`config.mk`:
```
export PLATFORM = sky130hd
export DESIGN_NAME = bucketed_hash_table
export DESIGN_NICKNAME = d
export VERILOG_FILES = /design/src/sv/bht_pkg.sv /design/src/sv/bucketed_hash_table.sv
export SDC_FILE = /design/constraint.sdc
export NUM_CORES = 2
export LEC_CHECK = 0
export CORE_MARGIN = 3
export CORE_UTILIZATION = 45
export DETAILED_ROUTE_END_ITERATION = 8
export DONT_BUFFER_PORTS = 1
export PLACE_DENSITY = 0.71
export SYNTH_ARGS = -nofsm -noshare
export SYNTH_HDL_FRONTEND = slang
export SYNTH_SLANG_ARGS = --single-unit
```
`constraint.sdc`:
```
create_clock -name clk -period 8.4 [get_ports clk]
set_input_delay 0.84 -clock clk [delete_from_list [all_inputs] [get_ports clk]]
set_output_delay 0.84 -clock clk [all_outputs]
set_load 0.03 [all_outputs]
```
`src/sv/bht_pkg.sv`:
```
// ----------------------------------------------------------------------------
// bht_pkg
// Shared sizes, codes and types for the bucketed hash table.
// ----------------------------------------------------------------------------
package bht_pkg;

  localparam int BUCKETS = 16;
  localparam int WAYS    = 4;

  localparam int KEY_W    = 31;
  localparam int VALUE_W  = 32;
  localparam int STATUS_W = 3;
  localparam int OUT_COUNT_W = 7;

  localparam int BUCKET_W = (BUCKETS > 1) ? $clog2(BUCKETS) : 1;
  localparam int SLOTS    = BUCKETS * WAYS;
  localparam int COUNT_W  = $clog2(SLOTS + 1);

  // A power-of-two bucket count hashes by taking the low key bits.
  localparam bit BUCKET_POW2 = ((1 << BUCKET_W) == BUCKETS);

  // Otherwise divide by reciprocal multiplication: the quotient is exact for
  // every key below 2**KEY_W, and only its low BUCKET_W bits are needed.
  localparam int HASH_SHIFT = KEY_W + BUCKET_W;
  localparam logic [KEY_W:0] HASH_RECIP =
    (KEY_W + 1)'(((64'd1 << HASH_SHIFT) / 64'(BUCKETS)) + 64'd1);

  localparam logic CMD_INSERT = 1'b0;
  localparam logic CMD_REMOVE = 1'b1;

  typedef enum logic [STATUS_W-1:0] {
    ST_INSERTED  = 3'd0,
    ST_UPDATED   = 3'd1,
    ST_REMOVED   = 3'd2,
    ST_NOT_FOUND = 3'd3,
    ST_FULL      = 3'd4
  } status_t;

  typedef enum logic [1:0] {
    S_IDLE,
    S_HASH,
    S_READ,
    S_UPDATE
  } state_t;

  typedef struct packed {
    logic [KEY_W-1:0]   key;
    logic [VALUE_W-1:0] value;
  } slot_t;

  typedef slot_t [WAYS-1:0] row_t;

endpackage

```
`src/sv/bucketed_hash_table.sv`:
```
// ----------------------------------------------------------------------------
// bucketed_hash_table
// Key-value table hashed by key mod BUCKETS, WAYS slots per bucket.
// ----------------------------------------------------------------------------
// Pulse start with command, key and value while busy is low; the beat is taken
// at that edge. Every command gives exactly one result: done is high for one
// cycle with status and entry_count, and the receiver cannot stall it. The
// key/value slots of a bucket sit in one memory row that is read, compared
// across all ways at once and written back. With a power-of-two bucket count
// a command runs the memory read, then compare and write-back, and the
// next one may start while the result is shown. Otherwise the bucket index
// comes from a reciprocal multiplication in an extra hash state, followed by
// a read state, before compare and write-back. Slot valid bits are flip-flops
// cleared at reset, so no clearing pass is needed.
module bucketed_hash_table (
  input  logic                           clk,
  input  logic                           rst,
  input  logic                           start,
  output logic                           busy,
  input  logic                           command,
  input  logic [bht_pkg::KEY_W-1:0]      key,
  input  logic signed [bht_pkg::VALUE_W-1:0] value,
  output logic                           done,
  output logic [bht_pkg::STATUS_W-1:0]   status,
  output logic [bht_pkg::OUT_COUNT_W-1:0] entry_count
);

  bht_pkg::state_t state, state_next;

  logic                            cmd_q;
  logic [bht_pkg::KEY_W-1:0]       key_q;
  logic [bht_pkg::VALUE_W-1:0]     value_q;
  logic [bht_pkg::BUCKET_W-1:0]    bucket;
  logic [bht_pkg::BUCKET_W-1:0]    quot;
  logic [bht_pkg::BUCKET_W-1:0]    hash_bucket;
  logic [2*bht_pkg::KEY_W:0]       hash_prod;
  logic [bht_pkg::COUNT_W-1:0]     live;

  logic [bht_pkg::WAYS-1:0]        valid_rows [bht_pkg::BUCKETS];
  bht_pkg::row_t                   row_mem    [bht_pkg::BUCKETS];
  bht_pkg::row_t                   row_rd;
  bht_pkg::row_t                   row_new;

  logic                            accept;
  logic                            rd_en;
  logic [bht_pkg::BUCKET_W-1:0]    rd_addr;
  logic                            wr_en;

  logic [bht_pkg::WAYS-1:0]        valid_cur;
  logic [bht_pkg::WAYS-1:0]        hit_vec;
  logic [bht_pkg::WAYS-1:0]        free_vec;
  logic [bht_pkg::WAYS-1:0]        valid_new;
  logic                            hit;
  logic                            has_free;
  bht_pkg::status_t                status_new;
  logic [bht_pkg::COUNT_W-1:0]     live_new;

  assign accept = start && !busy;

  // ---- control --------------------------------------------------------------
  always_ff @(posedge clk) begin
    if (rst) begin
      state <= bht_pkg::S_IDLE;
    end else begin
      state <= state_next;
    end
  end

  always_comb begin
    state_next = state;
    busy       = 1'b1;
    rd_en      = 1'b0;
    rd_addr    = bucket;
    wr_en      = 1'b0;
    unique case (state)
      bht_pkg::S_IDLE: begin
        busy    = 1'b0;
        rd_addr = key[bht_pkg::BUCKET_W-1:0];
        if (accept) begin
          if (bht_pkg::BUCKET_POW2) begin
            rd_en      = 1'b1;
            state_next = bht_pkg::S_UPDATE;
          end else begin
            state_next = bht_pkg::S_HASH;
          end
        end
      end
      bht_pkg::S_HASH: begin
        state_next = bht_pkg::S_READ;
      end
      bht_pkg::S_READ: begin
        rd_en      = 1'b1;
        rd_addr    = hash_bucket;
        state_next = bht_pkg::S_UPDATE;
      end
      bht_pkg::S_UPDATE: begin
        wr_en      = 1'b1;
        state_next = bht_pkg::S_IDLE;
      end
      default: state_next = bht_pkg::S_IDLE;
    endcase
  end

  // ---- bucket index by reciprocal multiplication ------------------------------
  assign hash_prod = (2*bht_pkg::KEY_W+1)'(key_q) *
                     (2*bht_pkg::KEY_W+1)'(bht_pkg::HASH_RECIP);
  // The remainder is below BUCKETS, so the low bits of key - q*BUCKETS suffice.
  assign hash_bucket = key_q[bht_pkg::BUCKET_W-1:0] -
                       bht_pkg::BUCKET_W'(quot * bht_pkg::BUCKETS);

  always_ff @(posedge clk) begin
    if (accept) begin
      cmd_q   <= command;
      key_q   <= key;
      value_q <= value;
      bucket  <= key[bht_pkg::BUCKET_W-1:0];
    end else if (state == bht_pkg::S_HASH) begin
      quot    <= hash_prod[bht_pkg::HASH_SHIFT +: bht_pkg::BUCKET_W];
    end else if (state == bht_pkg::S_READ) begin
      bucket  <= hash_bucket;
    end
  end

  // ---- slot memory --------------------------------------------------------
  always_ff @(posedge clk) begin
    if (wr_en) begin
      row_mem[bucket] <= row_new;
    end
    if (rd_en) begin
      row_rd <= row_mem[rd_addr];
    end
  end

  // ---- compare across ways and build the write-back row ----------------------
  always_comb begin
    valid_cur = valid_rows[bucket];
    for (int w = 0; w < bht_pkg::WAYS; w++) begin
      hit_vec[w] = valid_cur[w] && (row_rd[w].key == key_q);
    end
    hit      = |hit_vec;
    // lowest clear valid bit
    free_vec = ~valid_cur & (valid_cur + 1'b1);
    has_free = |free_vec;

    row_new    = row_rd;
    valid_new  = valid_cur;
    live_new   = live;
    status_new = bht_pkg::ST_NOT_FOUND;

    if (cmd_q == bht_pkg::CMD_INSERT) begin
      if (hit) begin
        status_new = bht_pkg::ST_UPDATED;
        for (int w = 0; w < bht_pkg::WAYS; w++) begin
          if (hit_vec[w]) begin
            row_new[w].value = value_q;
          end
        end
      end else if (has_free) begin
        status_new = bht_pkg::ST_INSERTED;
        valid_new  = valid_cur | free_vec;
        live_new   = live + 1'b1;
        for (int w = 0; w < bht_pkg::WAYS; w++) begin
          if (free_vec[w]) begin
            row_new[w].key   = key_q;
            row_new[w].value = value_q;
          end
        end
      end else begin
        status_new = bht_pkg::ST_FULL;
      end
    end else begin
      if (hit) begin
        status_new = bht_pkg::ST_REMOVED;
        valid_new  = valid_cur & ~hit_vec;
        if (live != '0) begin
          live_new = live - 1'b1;
        end
      end
    end
  end

  // ---- valid bits, count and result beat ------------------------------------
  always_ff @(posedge clk) begin
    if (rst) begin
      for (int b = 0; b < bht_pkg::BUCKETS; b++) begin
        valid_rows[b] <= '0;
      end
      live <= '0;
      done <= 1'b0;
    end else begin
      done <= wr_en;
      if (wr_en) begin
        valid_rows[bucket] <= valid_new;
        live               <= live_new;
      end
    end
  end

  always_ff @(posedge clk) begin
    if (wr_en) begin
      status      <= status_new;
      entry_count <= bht_pkg::OUT_COUNT_W'(live_new);
    end
  end

endmodule
```
==> flow_metrics.tcl <==
set metrics [dict create \
    finalHoldViolCount 0 \
    clk_pin_slew_ps 70 \
    slew_violations 0 \
    yosys_most_used_dff "edfxtp_1" \
    critPathArrivalTime_ps 5630 \
    fin_skew_ps 44.1 \
    antenna_found_initial 19 \
    yosysMostFrequentCell "edfxtp_1" \
    tritoncts.num_buffers 208 \
    dpl.hpwl_um 93500 \
    switching_share_pct 23.5 \
    ys_seq_area_share_pct 76.4 \
    ant_nets 0 \
    relSlewSlack_pct 25.4 \
    r2r_slack_ps 3260 \
    reg2regPathDepth 9 \
    core_sq_mm 0.193 \
    start_kind "flip-flop" \
    syn-instance-count 4092 \
    cts_tree "done" \
    min_period_over_period_pct 61.2 \
    dieArea_sq_mm 0.200 \
    intPower_mw 19.5 \
    io_pins 79 \
    leakagePower_nw 30.0 \
    worstMarginPinSlew_ps 1120 \
    use_met2_pct 31.7 \
    drc 0 \
    worstReg2RegEnd "row_mem[3][226]" \
    fmax_mhz 195 \
    synth_nets 4161 \
    clock-root-buffer "clkbuf_16" \
    p_seq_share_pct 52.3 \
    avgSynthCellArea_sq_um 21.4 \
    rsz0062_at_grt "no" \
    grt_max_degree 164 \
    power.density_mw_per_mm2 262 \
    synth_top_area_cell "edfxtp_1" \
    p_sw_mw 6.00 \
    globalRoute.busiestLayer "met2" \
    die_h_um 447 \
    die_x_um 447 \
    yosys-top-cells-area "edfxtp_1 76%, mux4_2 13%, mux2i_1 1.6%" \
    ys_ff_latch 2232 \
    cts_setup_buffers 0 \
    synth_top_area_share_pct 76.1 \
    status "completed" \
    grt_use_met3_pct 3.60 \
    track_usage_pct 19.9 \
    synthToLayoutAreaGrowth_pct 11.3 \
    criticalPathCategory "flip-flop to flip-flop" \
    setup_ws_ps 3260 \
    min_from "rst" \
    power_mw 25.5 \
    path_max_fanout 31 \
    rows 161 \
    grt_pass1_vias 41700 \
    portBuffers 0 \
    grtUsageMet1_pct 28.4 \
    drt-total-wl_um 198000 \
    vdd_ir_drop_max_mv 0.197 \
    grt-ovfl-total 0 \
    clkPwrFrac_pct 36.1 \
    clock_path_buffers 3 \
    setup_viol_count_final 0 \
    layout_min_cycle_time_ps 5140 \
    fin_setup_tns_ps 0 \
    pwr-share-comb_pct 11.7 \
    maxCapViolations 0 \
    dr.pass1.iters 5 \
    netlist_top_cells_count "2,218 x edfxtp_1, 509 x mux4_2, 150 x clkbuf_1, 140 x mux2i_1, 131 x a21oi_1" \
    cts_resized 0 \
    wire_per_inst_um 28.9 \
    synth_edf_count 2218 \
    htree_num_levels 4 \
    globalplace.congestion 0.791 \
    end_kind "flip-flop" \
    stdcell_count 6837 \
    dr_total_vias 41400 \
    nets 4194 \
    holdPathEnd "state[0]" \
    cts.sinks 2232 \
    insertion_delay_ps 820 \
    critPathRequiredTime_ps 8890 \
    postPlaceCellArea_sq_mm 0.0906 \
    ys_types 61 \
    grt_pass1_wl_um 290000 \
    first_iter_violations 4823 \
    start_util_pct 45.3 \
    ctsHoldBuffers 0 \
    syn-cell-area_sq_mm 0.0875 \
    async_flop_share_pct 0 \
    place_ws_ps 3320 \
    holdPathStages 1 \
    design_area_sq_mm 0.0973 \
    drt-vias-per-instance 6.06 \
    ys_warn_count 0 \
    drive_gt1_share_pct 23.5 \
    placed_cells 6441 \
    worstHoldPathType "input pin to flip-flop" \
]
[layer usage]
layer	part of all wire, %	vias to the layer above
li1	-	17100
met1	40	22100
met2	49	1981
met3	8.3	283
met4	2.5	4
met5	0.014	-
[power by group through the flow]
stage	registers, mW	clock network, mW	logic (mW)
final	13.3	9.22	2.98
after floorplan	13.5	0	2.20
after global placement	13.6	0	2.89
after detailed placement	13.6	0	2.98
after global routing	13.4	9.81	3.22
after CTS	13.3	9.35	2.99
[critical path: stages, from the launching register on]
cell and delay (ps):
dfxtp_1 940, mux4_2 620, o22ai_1 240, o22ai_1 310, nand3_1 200, nand4_1 440
nor4b_2 510, and2b_2 200, buf_4 580, mux2_1 580
[final cells by class]
cell class	count	area, sq um
fillers	14900	95600
multi-input cells	1595	19600
inverters	10	42.5
clock buffers	265	5560
clock inverters	119	1120
well taps	2526	3160
repair buffers	78	898
diodes	12	30.0
flip-flops and latches	2232	66900
[flip-flops by register name, indices dropped and copies added, names as in the netlist, named ones only]
| name | count |
|---|---|
| status | 3 |
| done | 1 |
| valid_rows | 64 |
| entry_count | 7 |
| bucket | 4 |
| cmd_q | 1 |
| live | 7 |
| state | 2 |
| row_mem | 1984 |
| row_rd | 124 |
| key_q | 31 |
[cells in the final DEF (no fill, tap or decap), types with 3 or more instances in the layout]
cell	instances
edfxtp_1	2218
mux4_2	509
clkbuf_16	214
mux2i_1	140
nor2b_1	128
a21oi_1	128
xnor2_1	127
a211oi_1	124
mux2_2	99
nor2_1	84
buf_4	53
nand2_1	52
clkbuf_1	50
clkinv_1	49
mux2_1	34
clkinv_2	33
nand4_1	29
buf_12	25
o21ai_0	21
bufinv_16	19
nor2_4	18
nand3_1	16
dfxtp_1	14
diode_2	12
inv_1	9
nor4_1	9
nor3_1	8
inv_6	6
clkinvlp_4	6
nand2b_1	5
or2_2	4
o22ai_1	3
o31ai_1	3
and2_1	3
clkinv_4	3
[cells by family (layout without fill, tap and decap cells)]
kind of cell,count (synthesis),count (layout),synth area share [%]
AND/OR/NAND/NOR,376,376,2.27
other,0,12,0
multiplexers,782,782,16.4
AO/OA/AOI/OAI,306,306,2.21
adder cells (fa/ha/maj),2,2,0.0286
flip-flops,2232,2232,76.4
XOR/XNOR,129,129,1.29
buffers and inverters,265,472,1.33
[how the worst max path moves through the flow]
stage,start,slack [ps],end
after floorplan,state[0],970,row_mem[4][100]
after global placement,key_q[10],3360,row_mem[0][226]
after detailed placement,flip-flop,3320,row_mem[2][226]
after CTS,flip-flop,3310,row_mem[2][226]
after global routing,flip-flop,3020,row_mem[2][226]
final,flip-flop,3260,row_mem[3][226]
[through the flow]
step                hold slack, ps  util, %
floorplan                      424        -
detailed placement             545     47.0
finish                        85.6     50.4
global route                  50.6     50.4
global placement               540     47.0
CTS                           24.7     50.4
Note: power is estimated with default switching activity, not from simulation.
